### config.mk
export PLATFORM = sky130hd
export DESIGN_NAME = xpfr_ctrl
export DESIGN_NICKNAME = d
export VERILOG_FILES = /design/src/rtl/xpfr_pkg.sv /design/src/rtl/xpfr_ctrl.sv
export SDC_FILE = /design/constraint.sdc
export NUM_CORES = 2
export LEC_CHECK = 0
export BUFFER_PORTS_ARGS = -buffer_cell sky130_fd_sc_hd__buf_2
export CORE_AREA = 10 10 331 333
export DETAILED_ROUTE_END_ITERATION = 7
export DIE_AREA = 0 0 341 343
export PLACE_DENSITY = 0.67
export SYNTH_ARGS = -nofsm -noshare
export SYNTH_HDL_FRONTEND = slang
export SYNTH_SLANG_ARGS = --single-unit
### constraint.sdc
create_clock -name clk -period 14.8 [get_ports clk]
set_clock_uncertainty 0.2 [all_clocks]
set_input_delay 2.96 -clock clk [delete_from_list [all_inputs] [get_ports clk]]
set_output_delay 2.96 -clock clk [all_outputs]
set_load 0.01 [all_outputs]
### src/rtl/xpfr_pkg.sv
// ----------------------------------------------------------------------------
// xpfr_pkg
// Shared types, constants and helpers of the XOR parity frame recovery unit.
// ----------------------------------------------------------------------------
package xpfr_pkg;

    localparam int CACHE_SLOTS   = 4096;
    localparam int PAYLOAD_WORDS = 20;
    localparam int WINDOW_HALF   = 32;

    localparam int SLOT_W  = $clog2(CACHE_SLOTS);
    localparam int WADDR_W = $clog2(CACHE_SLOTS * PAYLOAD_WORDS);
    localparam int WIDX_W  = (PAYLOAD_WORDS > 1) ? $clog2(PAYLOAD_WORDS) : 1;

    localparam logic [1:0] CMD_FRAME  = 2'd0;
    localparam logic [1:0] CMD_PARITY = 2'd1;
    localparam logic [1:0] CMD_READ   = 2'd2;

    localparam logic RES_REPORT = 1'b0;
    localparam logic RES_READ   = 1'b1;

    typedef struct packed {
        logic [1:0]  cmd;
        logic [31:0] sequence_req;
        logic [4:0]  word_index;
        logic [63:0] word_data;
        logic        last;
    } xpfr_req_t;

    typedef struct packed {
        logic        result_kind;
        logic [31:0] window_first;
        logic [63:0] emit_mask;
        logic        emit_top;
        logic [63:0] read_data;
        logic        read_present;
    } xpfr_rsp_t;

    typedef struct packed {
        logic [31:0]              tag;
        logic                     present;
        logic                     emitted;
        logic [PAYLOAD_WORDS-1:0] wmask;
    } fmeta_t;

    typedef struct packed {
        logic [31:0]              tag;
        logic                     present;
        logic [PAYLOAD_WORDS-1:0] wmask;
    } pmeta_t;

    typedef struct packed {
        logic              we;
        logic [SLOT_W-1:0] waddr;
        logic [SLOT_W-1:0] raddr;
    } slot_port_t;

    typedef struct packed {
        logic               we;
        logic [WADDR_W-1:0] waddr;
        logic [WADDR_W-1:0] raddr;
    } word_port_t;

    typedef enum logic [3:0] {
        ST_CLEAR,
        ST_IDLE,
        ST_RD_META,
        ST_WR_META,
        ST_RD_WORD,
        ST_RD_REPLY,
        ST_P_RD,
        ST_P_CHK,
        ST_A_CHK,
        ST_B_CHK,
        ST_X_RD,
        ST_X_WR,
        ST_X_META,
        ST_E_RD,
        ST_E_CHK,
        ST_REPORT
    } state_t;

    function automatic logic [SLOT_W-1:0] slot_of(input logic [31:0] seq);
        return SLOT_W'(seq % CACHE_SLOTS);
    endfunction

    function automatic logic [WADDR_W-1:0] word_addr(input logic [SLOT_W-1:0] slot,
                                                     input logic [WIDX_W-1:0] w);
        return WADDR_W'(slot) * WADDR_W'(PAYLOAD_WORDS) + WADDR_W'(w);
    endfunction

    function automatic logic mask_bit(input logic [PAYLOAD_WORDS-1:0] mask,
                                      input logic [5:0] w);
        return |(mask & (PAYLOAD_WORDS'(1) << w));
    endfunction

    function automatic fmeta_t fclaim(input fmeta_t m, input logic [31:0] seq);
        fmeta_t r;
        r = m;
        if (m.tag != seq) begin
            r = '{tag: seq, present: 1'b0, emitted: 1'b0, wmask: '0};
        end
        return r;
    endfunction

    function automatic pmeta_t pclaim(input pmeta_t m, input logic [31:0] seq);
        pmeta_t r;
        r = m;
        if (m.tag != seq) begin
            r = '{tag: seq, present: 1'b0, wmask: '0};
        end
        return r;
    endfunction

endpackage

### src/rtl/xpfr_ctrl.sv
// ----------------------------------------------------------------------------
// xpfr_ctrl
// Sequencer: clearing pass, word writes, reads, recovery passes, emission sweep.
// ----------------------------------------------------------------------------
module xpfr_ctrl (
    input  logic                        clk,
    input  logic                        rst_n,
    input  logic                        start,
    input  xpfr_pkg::xpfr_req_t         req,
    output logic                        busy,
    output logic                        res_valid,
    output xpfr_pkg::xpfr_rsp_t         res,
    output xpfr_pkg::slot_port_t        fm_port,
    output xpfr_pkg::fmeta_t            fm_wdata,
    input  xpfr_pkg::fmeta_t            fm_rdata,
    output xpfr_pkg::slot_port_t        pm_port,
    output xpfr_pkg::pmeta_t            pm_wdata,
    input  xpfr_pkg::pmeta_t            pm_rdata,
    output xpfr_pkg::word_port_t        fw_port,
    output logic [63:0]                 fw_wdata,
    input  logic [63:0]                 fw_rdata,
    output xpfr_pkg::word_port_t        pw_port,
    output logic [63:0]                 pw_wdata,
    input  logic [63:0]                 pw_rdata
);

    import xpfr_pkg::*;

    state_t                   state_reg, state_next;
    xpfr_req_t                req_reg, req_next;
    logic [31:0]              first_reg, first_next;
    logic [31:0]              last_reg, last_next;
    logic [31:0]              cur_reg, cur_next;
    logic                     changed_reg, changed_next;
    logic [63:0]              mask_reg, mask_next;
    logic                     top_reg, top_next;
    pmeta_t                   pmr_reg, pmr_next;
    fmeta_t                   a_reg, a_next;
    fmeta_t                   dst_reg, dst_next;
    logic [SLOT_W-1:0]        dst_slot_reg, dst_slot_next;
    logic [SLOT_W-1:0]        src_slot_reg, src_slot_next;
    logic [PAYLOAD_WORDS-1:0] src_mask_reg, src_mask_next;
    logic [WIDX_W-1:0]        w_reg, w_next;
    logic [SLOT_W-1:0]        clr_reg, clr_next;
    logic                     rd_pres_reg, rd_pres_next;
    logic                     rd_use_reg, rd_use_next;

    logic [31:0]  seq_in;
    logic [31:0]  prev_seq;
    logic [SLOT_W-1:0] req_slot, cur_slot, prev_slot;
    logic         at_end, clr_end, w_last, wi_ok;
    logic         p_hit, fix_a, fix_b;
    fmeta_t       f_cl_req, f_cl_cur, f_cl_prev, f_pkt, f_emit;
    pmeta_t       p_cl_req, p_cl_cur, p_pkt;
    logic [31:0]  win_first;
    logic [32:0]  win_last_wide;
    logic [31:0]  win_last;
    logic [31:0]  off_pkt, off_cur;
    logic         pkt_emit;
    logic [63:0]  x_word;

    // ------------------------------------------------------------------ decode
    always_comb
    begin
        seq_in    = (req.cmd == CMD_PARITY) ? {16'd0, req.sequence_req[15:0]}
                                            : req.sequence_req;
        prev_seq  = cur_reg - 32'd1;
        req_slot  = slot_of(req_reg.sequence_req);
        cur_slot  = slot_of(cur_reg);
        prev_slot = slot_of(prev_seq);
        at_end    = (cur_reg == last_reg);
        clr_end   = (clr_reg == SLOT_W'(CACHE_SLOTS - 1));
        w_last    = (w_reg == WIDX_W'(PAYLOAD_WORDS - 1));
        wi_ok     = (int'(req_reg.word_index) < PAYLOAD_WORDS);

        f_cl_req  = fclaim(fm_rdata, req_reg.sequence_req);
        p_cl_req  = pclaim(pm_rdata, req_reg.sequence_req);
        f_cl_cur  = fclaim(fm_rdata, cur_reg);
        f_cl_prev = fclaim(fm_rdata, prev_seq);
        p_cl_cur  = pclaim(pm_rdata, cur_reg);

        p_hit = p_cl_cur.present;
        fix_a = !a_reg.present && f_cl_prev.present;
        fix_b = !f_cl_prev.present && a_reg.present;

        win_first = (req_reg.sequence_req > 32'(WINDOW_HALF))
                  ? req_reg.sequence_req - 32'(WINDOW_HALF) : 32'd1;
        win_last_wide = {1'b0, req_reg.sequence_req} + 33'(WINDOW_HALF);
        win_last = win_last_wide[32] ? 32'hFFFF_FFFF : win_last_wide[31:0];
        off_pkt  = req_reg.sequence_req - win_first;
        off_cur  = cur_reg - first_reg;

        p_pkt = p_cl_req;
        if (!p_cl_req.present && wi_ok)
        begin
            p_pkt.wmask = p_cl_req.wmask | (PAYLOAD_WORDS'(1) << req_reg.word_index);
        end
        if (req_reg.last)
        begin
            p_pkt.present = 1'b1;
        end

        f_pkt    = f_cl_req;
        pkt_emit = 1'b0;
        if (!f_cl_req.present && wi_ok)
        begin
            f_pkt.wmask = f_cl_req.wmask | (PAYLOAD_WORDS'(1) << req_reg.word_index);
        end
        if (req_reg.last)
        begin
            f_pkt.present = 1'b1;
            if (!f_cl_req.emitted)
            begin
                f_pkt.emitted = 1'b1;
                pkt_emit      = 1'b1;
            end
        end

        f_emit = f_cl_cur;
        if (f_cl_cur.present && !f_cl_cur.emitted)
        begin
            f_emit.emitted = 1'b1;
        end

        x_word = (mask_bit(src_mask_reg, 6'(w_reg)) ? fw_rdata : 64'd0)
               ^ (mask_bit(pmr_reg.wmask, 6'(w_reg)) ? pw_rdata : 64'd0);
    end

    // -------------------------------------------------------------- next state
    always_comb
    begin
        state_next = state_reg;
        case (state_reg)
            ST_CLEAR:    if (clr_end) state_next = ST_IDLE;
            ST_IDLE:
            begin
                if (start && req.cmd != 2'd3)
                begin
                    state_next = ST_RD_META;
                end
            end
            ST_RD_META:  state_next = (req_reg.cmd == CMD_READ) ? ST_RD_WORD : ST_WR_META;
            ST_RD_WORD:  state_next = ST_RD_REPLY;
            ST_RD_REPLY: state_next = ST_IDLE;
            ST_WR_META:  state_next = req_reg.last ? ST_P_RD : ST_IDLE;
            ST_P_RD:     state_next = ST_P_CHK;
            ST_P_CHK:
            begin
                if (p_hit)                     state_next = ST_A_CHK;
                else if (at_end && !changed_reg) state_next = ST_E_RD;
                else                           state_next = ST_P_RD;
            end
            ST_A_CHK:    state_next = ST_B_CHK;
            ST_B_CHK:
            begin
                if (fix_a || fix_b)            state_next = ST_X_RD;
                else if (at_end && !changed_reg) state_next = ST_E_RD;
                else                           state_next = ST_P_RD;
            end
            ST_X_RD:     state_next = ST_X_WR;
            ST_X_WR:     state_next = w_last ? ST_X_META : ST_X_RD;
            ST_X_META:   state_next = ST_P_RD;
            ST_E_RD:     state_next = ST_E_CHK;
            ST_E_CHK:    state_next = at_end ? ST_REPORT : ST_E_RD;
            ST_REPORT:   state_next = ST_IDLE;
            default:     state_next = ST_IDLE;
        endcase
    end

    // ------------------------------------------------------------------ outputs
    always_comb
    begin
        busy      = (state_reg != ST_IDLE);
        res_valid = 1'b0;
        res       = '0;
        fm_port   = '0;
        fm_wdata  = f_cl_cur;
        pm_port   = '0;
        pm_wdata  = p_cl_cur;
        fw_port   = '0;
        fw_wdata  = req_reg.word_data;
        pw_port   = '0;
        pw_wdata  = req_reg.word_data;

        case (state_reg)
            ST_CLEAR:
            begin
                fm_port.we    = 1'b1;
                fm_port.waddr = clr_reg;
                fm_wdata      = '{tag: '1, present: 1'b0, emitted: 1'b0, wmask: '0};
                pm_port.we    = 1'b1;
                pm_port.waddr = clr_reg;
                pm_wdata      = '{tag: '1, present: 1'b0, wmask: '0};
            end
            ST_RD_META:
            begin
                fm_port.raddr = req_slot;
                pm_port.raddr = req_slot;
            end
            ST_RD_WORD:
            begin
                fw_port.raddr = word_addr(req_slot, WIDX_W'(req_reg.word_index));
            end
            ST_RD_REPLY:
            begin
                res_valid        = 1'b1;
                res.result_kind  = RES_READ;
                res.read_data    = rd_use_reg ? fw_rdata : 64'd0;
                res.read_present = rd_pres_reg;
            end
            ST_WR_META:
            begin
                if (req_reg.cmd == CMD_PARITY)
                begin
                    pm_port.we    = 1'b1;
                    pm_port.waddr = req_slot;
                    pm_wdata      = p_pkt;
                    pw_port.we    = !p_cl_req.present && wi_ok;
                    pw_port.waddr = word_addr(req_slot, WIDX_W'(req_reg.word_index));
                end
                else
                begin
                    fm_port.we    = 1'b1;
                    fm_port.waddr = req_slot;
                    fm_wdata      = f_pkt;
                    fw_port.we    = !f_cl_req.present && wi_ok;
                    fw_port.waddr = word_addr(req_slot, WIDX_W'(req_reg.word_index));
                end
            end
            ST_P_RD:
            begin
                pm_port.raddr = cur_slot;
            end
            ST_P_CHK:
            begin
                pm_port.we    = 1'b1;
                pm_port.waddr = cur_slot;
                pm_wdata      = p_cl_cur;
                fm_port.raddr = cur_slot;
            end
            ST_A_CHK:
            begin
                fm_port.we    = 1'b1;
                fm_port.waddr = cur_slot;
                fm_wdata      = f_cl_cur;
                fm_port.raddr = prev_slot;
            end
            ST_B_CHK:
            begin
                fm_port.we    = 1'b1;
                fm_port.waddr = prev_slot;
                fm_wdata      = f_cl_prev;
            end
            ST_X_RD:
            begin
                fw_port.raddr = word_addr(src_slot_reg, w_reg);
                pw_port.raddr = word_addr(cur_slot, w_reg);
            end
            ST_X_WR:
            begin
                fw_port.we    = 1'b1;
                fw_port.waddr = word_addr(dst_slot_reg, w_reg);
                fw_wdata      = x_word;
            end
            ST_X_META:
            begin
                fm_port.we    = 1'b1;
                fm_port.waddr = dst_slot_reg;
                fm_wdata      = dst_reg;
                fm_wdata.present = 1'b1;
                fm_wdata.wmask   = '1;
            end
            ST_E_RD:
            begin
                fm_port.raddr = cur_slot;
            end
            ST_E_CHK:
            begin
                fm_port.we    = 1'b1;
                fm_port.waddr = cur_slot;
                fm_wdata      = f_emit;
            end
            ST_REPORT:
            begin
                res_valid        = 1'b1;
                res.result_kind  = RES_REPORT;
                res.window_first = first_reg;
                res.emit_mask    = mask_reg;
                res.emit_top     = top_reg;
            end
            default:
            begin
                res_valid = 1'b0;
            end
        endcase
    end

    // ---------------------------------------------------------------- datapath
    always_comb
    begin
        req_next      = req_reg;
        first_next    = first_reg;
        last_next     = last_reg;
        cur_next      = cur_reg;
        changed_next  = changed_reg;
        mask_next     = mask_reg;
        top_next      = top_reg;
        pmr_next      = pmr_reg;
        a_next        = a_reg;
        dst_next      = dst_reg;
        dst_slot_next = dst_slot_reg;
        src_slot_next = src_slot_reg;
        src_mask_next = src_mask_reg;
        w_next        = w_reg;
        clr_next      = clr_reg;
        rd_pres_next  = rd_pres_reg;
        rd_use_next   = rd_use_reg;

        case (state_reg)
            ST_CLEAR:
            begin
                clr_next = clr_reg + SLOT_W'(1);
            end
            ST_IDLE:
            begin
                if (start)
                begin
                    req_next              = req;
                    req_next.sequence_req = seq_in;
                end
            end
            ST_RD_WORD:
            begin
                rd_pres_next = f_cl_req.present && (fm_rdata.tag == req_reg.sequence_req);
                rd_use_next  = (fm_rdata.tag == req_reg.sequence_req) && fm_rdata.present
                             && wi_ok && mask_bit(fm_rdata.wmask, 6'(req_reg.word_index));
            end
            ST_WR_META:
            begin
                first_next   = win_first;
                last_next    = win_last;
                cur_next     = win_first;
                changed_next = 1'b0;
                mask_next    = 64'd0;
                top_next     = 1'b0;
                if (req_reg.cmd == CMD_FRAME && pkt_emit
                    && req_reg.sequence_req >= win_first)
                begin
                    if (off_pkt < 32'd64)       mask_next = 64'd1 << off_pkt[5:0];
                    else if (off_pkt == 32'd64) top_next  = 1'b1;
                end
            end
            ST_P_CHK:
            begin
                pmr_next = p_cl_cur;
                if (!p_hit)
                begin
                    cur_next     = at_end ? first_reg : cur_reg + 32'd1;
                    changed_next = at_end ? 1'b0 : changed_reg;
                end
            end
            ST_A_CHK:
            begin
                a_next = f_cl_cur;
            end
            ST_B_CHK:
            begin
                w_next = '0;
                if (fix_a)
                begin
                    dst_next      = a_reg;
                    dst_slot_next = cur_slot;
                    src_slot_next = prev_slot;
                    src_mask_next = f_cl_prev.wmask;
                end
                else if (fix_b)
                begin
                    dst_next      = f_cl_prev;
                    dst_slot_next = prev_slot;
                    src_slot_next = cur_slot;
                    src_mask_next = a_reg.wmask;
                end
                else
                begin
                    cur_next     = at_end ? first_reg : cur_reg + 32'd1;
                    changed_next = at_end ? 1'b0 : changed_reg;
                end
            end
            ST_X_WR:
            begin
                w_next = w_reg + WIDX_W'(1);
            end
            ST_X_META:
            begin
                cur_next     = at_end ? first_reg : cur_reg + 32'd1;
                changed_next = !at_end;
            end
            ST_E_CHK:
            begin
                if (f_cl_cur.present && !f_cl_cur.emitted)
                begin
                    if (off_cur < 32'd64)       mask_next = mask_reg | (64'd1 << off_cur[5:0]);
                    else if (off_cur == 32'd64) top_next  = 1'b1;
                end
                if (!at_end)
                begin
                    cur_next = cur_reg + 32'd1;
                end
            end
            default:
            begin
                w_next = w_reg;
            end
        endcase
    end

    always_ff @(posedge clk or negedge rst_n)
    begin
        if (!rst_n)
        begin
            state_reg   <= ST_CLEAR;
            clr_reg     <= '0;
            changed_reg <= 1'b0;
            cur_reg     <= 32'd1;
            first_reg   <= 32'd1;
            last_reg    <= 32'd1;
            w_reg       <= '0;
        end
        else
        begin
            state_reg   <= state_next;
            clr_reg     <= clr_next;
            changed_reg <= changed_next;
            cur_reg     <= cur_next;
            first_reg   <= first_next;
            last_reg    <= last_next;
            w_reg       <= w_next;
        end
    end

    always_ff @(posedge clk)
    begin
        req_reg      <= req_next;
        mask_reg     <= mask_next;
        top_reg      <= top_next;
        pmr_reg      <= pmr_next;
        a_reg        <= a_next;
        dst_reg      <= dst_next;
        dst_slot_reg <= dst_slot_next;
        src_slot_reg <= src_slot_next;
        src_mask_reg <= src_mask_next;
        rd_pres_reg  <= rd_pres_next;
        rd_use_reg   <= rd_use_next;
    end

    // --------------------------------------------------------------- assertions
    a_xor_slots_differ: assert property (@(posedge clk) disable iff (!rst_n)
        (state_reg == ST_X_WR) |-> (dst_slot_reg != src_slot_reg))
        else $error("rebuild target equals source slot");

    a_cur_in_window: assert property (@(posedge clk) disable iff (!rst_n)
        (state_reg == ST_P_CHK || state_reg == ST_B_CHK || state_reg == ST_E_CHK)
        |-> (cur_reg >= first_reg && cur_reg <= last_reg))
        else $error("window cursor out of range");

    a_emit_needs_present: assert property (@(posedge clk) disable iff (!rst_n)
        (fm_port.we && state_reg != ST_CLEAR) |-> (fm_wdata.present || !fm_wdata.emitted))
        else $error("frame marked emitted while absent");

    a_rebuild_length: assert property (@(posedge clk) disable iff (!rst_n)
        (state_reg == ST_X_META) |-> ($past(state_reg) == ST_X_WR && $past(w_last)))
        else $error("rebuild ended early");

endmodule
# --- Yosys cells after proc, flatten, opt, wreduce, memory -nomap -nowiden ---
# Cells that the tools add are included.
classes:
  n_addsub: 12
  mul: 4
  n_lt_le_gt_ge: 5
  n_eq_ne: 41
  shift: 5
  muxes: 80
  bitwise: 7
  reduce_logical: 41
ops:
  columns: ["operator", "n"]
  rows:
  - ["two-way mux 64 bit", 8]
  - ["two-way mux 54 bit", 6]
  - ["one-hot mux 54 bit (5 select lines)", 1]
  - ["two-way mux 32 bit", 7]
  - ["!= test 32 bit", 5]
  - ["one-hot mux 32 bit (5 select lines)", 1]
  - ["two-way mux 53 bit", 3]
  - ["one-hot mux 64 bit (2 select lines)", 1]
  - ["<< shifter 1 x 6 -> 64 bit (first input constant)", 2]
  - ["one-hot mux 53 bit (2 select lines)", 1]
  - ["two-way mux 97 bit", 1]
  - ["two-way mux 20 bit", 4]
  - ["adder 17 x 5 -> 17 bit", 4]
  - ["two-way mux 65 bit", 1]
  - ["one-hot mux 13 bit (5 select lines)", 1]
  - ["== test 32 bit", 2]
  - ["== test 32 x 7 -> 1 bit (second input constant)", 2]
  - ["less-than comparator 32 x 7 -> 1 bit (second input constant)", 2]
  - ["OR 64 bit", 1]
  - ["subtractor 32 bit", 2]
  - ["bitwise XOR 64 bit", 1]
  - ["AND 20 bit", 3]
  - ["multiplier 12 x 3 -> 15 bit (second input constant)", 4]
  - ["one-hot mux 4 bit (15 select lines)", 1]
  - ["51 further kinds", 131]
totals:
  reg_bits: 440
  input_bits: 342
  output_inout_bits: 520
  wordCells: 222

# --- Logic depth before layout (Yosys ltp) ---
logic_depth:
  ltp_word: 8
  mapped_depth: 24

# --- Least setup slack after synthesis ---
# Ideal clock, no wire load.
synth_timing:
  path_type: "input-to-reg"
  start: "input fm_rdata[42] in the netlist's numbering"
  end: "register mask_reg[0], enable pin"
  setup_ns: 0.574
  arrival_time_ns: 9.662
  slack_ns: 4.364
  path_stages: 11
  n_path_buf: 1
  path_cell_list: "xnor2_1 o2111ai_1 nor4_1 and3_1 clkbuf_1 o221a_2 nand4_1 or4_1 nor4_1 nand4_1 o21ai_0"
synth_via:
  elab_chain_cells: 6
synth_lines:
  columns: ["item", "line", "text"]
  rows:
  - ["start: declaration", "xpfr_ctrl.sv:15", "input xpfr_pkg::fmeta_t fm_rdata,"]
  - ["!= test 32 bit (*)", "xpfr_pkg.sv:100", "if (m.tag != seq) begin"]
  - ["two-way mux 54 bit (*)", "xpfr_pkg.sv:100", null]
  - ["zero test 1 bit", "xpfr_ctrl.sv:400", "if (f_cl_cur.present && !f_cl_cur.emitted)"]
  - ["logical AND 1 bit (*)", "xpfr_ctrl.sv:400", null]
  - ["!= test 2 bit (no line) (*)", null, null]
  - ["AND reduction 3 bit (no line) (*)", null, null]
  - ["end signal: assignment", "xpfr_ctrl.sv:444", "mask_reg <= mask_next;"]
  - ["end: declaration", "xpfr_ctrl.sv:35", "logic [63:0] mask_reg, mask_next;"]
# Mark *: on every way between the ends. The rest lies on a longest branch, timed or not.
# A chain may end at the register's enable or synchronous reset.

==> impl_metrics.json <==
{
  "gp_congestion": 1.01,
  "antenna_found_initial": 47,
  "worst_pin_slew_ns": 1.26,
  "tns_ns": 0,
  "post-cts-setup-buffers": 0,
  "final_cell_mix": "buf_2, nand2_1, o21ai_0",
  "place_ws_ns": 5.25,
  "synth_edf_count": 322,
  "chipHeight_microns": 343,
  "cts_tree": "yes",
  "synth_cell_types": 87,
  "hold_viol": 0,
  "dieWidth_microns": 341,
  "crit_arrival_ns": 6.48,
  "synthCells": 4288,
  "violations": "design-rule violations",
  "core_sq_mm": 0.103,
  "critPathLaunchType": "input port",
  "worstSetupPathType": "in -> out",
  "fillCellCount": 10501,
  "period_minus_slack_ns": 9.64,
  "drive_gt1_share_pct": 23.1,
  "min_path_type": "reg -> reg",
  "clkSinkCount": 440,
  "end_kind": "output pin",
  "async_flop_share_pct": 26.8,
  "cts_resized": 0,
  "die_area_sq_mm": 0.117,
  "cts_buffer_depth": 3,
  "worst_ir_drop_vdd_mv": 0.0840,
  "drt-total-wl_mm": 207,
  "rows": 118,
  "htreeDepth": 2,
  "p_per_area_mw_per_mm2": 64.4,
  "portBuffers": 861,
  "grt_pass1_wl_mm": 282,
  "rsz0062_at_grt": "no",
  "dp_hpwl_mm": 159,
  "cts_root_buf": "clkbuf_16",
  "yosys_warnings": 0,
  "final_common_cell": "buf_2",
  "mappedNetlistArea_sq_mm": 0.0359,
  "firstDrtPassIters": 8,
  "vias": 38079,
  "fin_crit_sh_pct": 65.1,
  "cts_hold_buf": 0,
  "start_util_pct": 34.9,
  "ys.flop_type": "edfxtp_1",
  "finalMaxSlewViolations": 0,
  "synth_nets": 4777,
  "drtAntennaViolNets": 0,
  "synth_seq_cells": 440,
  "cts_buffers": 54,
  "grt_use_total_pct": 33.5,
  "via_per_inst": 6.00,
  "fin_ws_ns": 5.16,
  "clk_pin_slew_ns": 0.07,
  "wl_per_cell_microns": 32.6,
  "grt_max_degree": 72,
  "seq_area_frac_synth_pct": 35.1,
  "cp_max_fo": 25,
  "insertion_delay_ns": 0.68,
  "required_ns": 11.64,
  "area_growth_pct": 19.5,
  "drc": 1,
  "fmax_mhz": 104,
  "layout.nets": 5388,
  "syn_area_per_cell_sq_um": 8.38,
  "grt-ovfl-total": 0,
  "maxSlewHeadroom_pct": 15.7,
  "p_leak_nw": 18.2,
  "setup_viol": 0,
  "io_pins": 862,
  "drt_iter0_markers": 4760,
  "maxCapViolCount": 0,
  "status": "complete, but fails checks",
  "grt_pass1_vias": 36337
}
## synth_stat cells (65+ instances only)
library cell / count / area (sq um)
nand2_1: 550 / 2060
o21ai_0: 331 / 1660
edfxtp_1: 322 / 9670
nor2_1: 314 / 1180
clkbuf_1: 310 / 1160
xnor2_1: 268 / 2350
xor2_1: 175 / 1530
a21oi_1: 167 / 836
and2_1: 149 / 932
inv_1: 146 / 548
ha_1: 138 / 1730
nor3_1: 131 / 656
dfrtp_1: 115 / 2880
and3_1: 110 / 688
nand3_1: 100 / 500
a221o_1: 67 / 671
buf_4: 65 / 488
## worst max-delay path, cell delays in order
cell	delay [ns]
buf_2	0.12
xnor2_1	0.32
xor2_1	0.11
a2111oi_0	0.49
o32ai_1	0.19
nor4_1	0.42
o2111ai_1	0.24
nor4_4	0.24
buf_4	0.36
a21oi_2	0.11
a21oi_2	0.49
a221o_1	0.27
buf_2	0.14
## metal layers
metal  GRT usage [%]  share of wire (%)  up-vias
met3            8.36                9.8      485
met5               0              0.057        -
met4            19.8                6.8       16
met2            56.3                 48     2425
li1                -                  -    16599
met1            38.3                 36    18554
## where the power goes
group          switching [mW]  internal (mW)
clock                   0.611          0.736
sequential     0.000000000745           1.32
combinational          0.0586         0.0475
total                   0.670           2.10
## cell families after synthesis
| logic type | Yosys count | synth area share [%] |
|---|---|---|
| compound gates | 1019 | 18.8 |
| xor+xnor | 447 | 11.0 |
| fa+ha+maj | 147 | 5.30 |
| buf+inv | 573 | 6.71 |
| flops | 440 | 35.1 |
| mux | 34 | 1.05 |
| simple gates | 1628 | 21.9 |
## area by class of cell
class | count | area, sq um | share of cell area (%)
inverter | 147 | 552 | 1.28
clock buffer | 62 | 1390 | 3.24
sequential | 440 | 12600 | 29.4
multi-input combinational | 3275 | 21100 | 49.0
clock inverter | 39 | 335 | 0.780
timing repair buffer | 981 | 5210 | 12.1
tap | 1380 | 1730 | 4.02
antenna | 23 | 57.6 | 0.134
## worst paths after layout
check | startpoint | endpoint | slack (ns) | cells past startpoint
worst max-delay path | fm_rdata[35] | fm_wdata[10] | 5.16 | 13
min in group asynchronous | rst_n | first_reg[14] | 2.23 | 1
worst min-delay path | last_reg[0] | last_reg[0] | 0.26 | 2
worst min register to register | last_reg[0] | last_reg[0] | 0.26 | 2
worst max register to register | cur_reg[0] | cur_reg[10] | 7.19 | 19
max in group asynchronous | rst_n | last_reg[30] | 10.79 | 2
## stage by stage
step | instances | power (mW) | util [%] | hold WS [ns] | instance area (sq um)
3_3_place_gp | 6223 | 1.44 | 40.0 | 0.251 | 41200
5_1_grt | 6338 | 2.83 | 41.7 | 0.282 | 42900
4_1_cts | 6324 | 2.78 | 41.7 | 0.264 | 42900
6_report | 6347 | 2.77 | 41.8 | 0.265 | 43000
3_5_place_dp | 6223 | 1.45 | 40.0 | 0.256 | 41200
2_1_floorplan | 4288 | 1.36 | - | 0.242 | 35900
(Power assumes the default switching activity.)
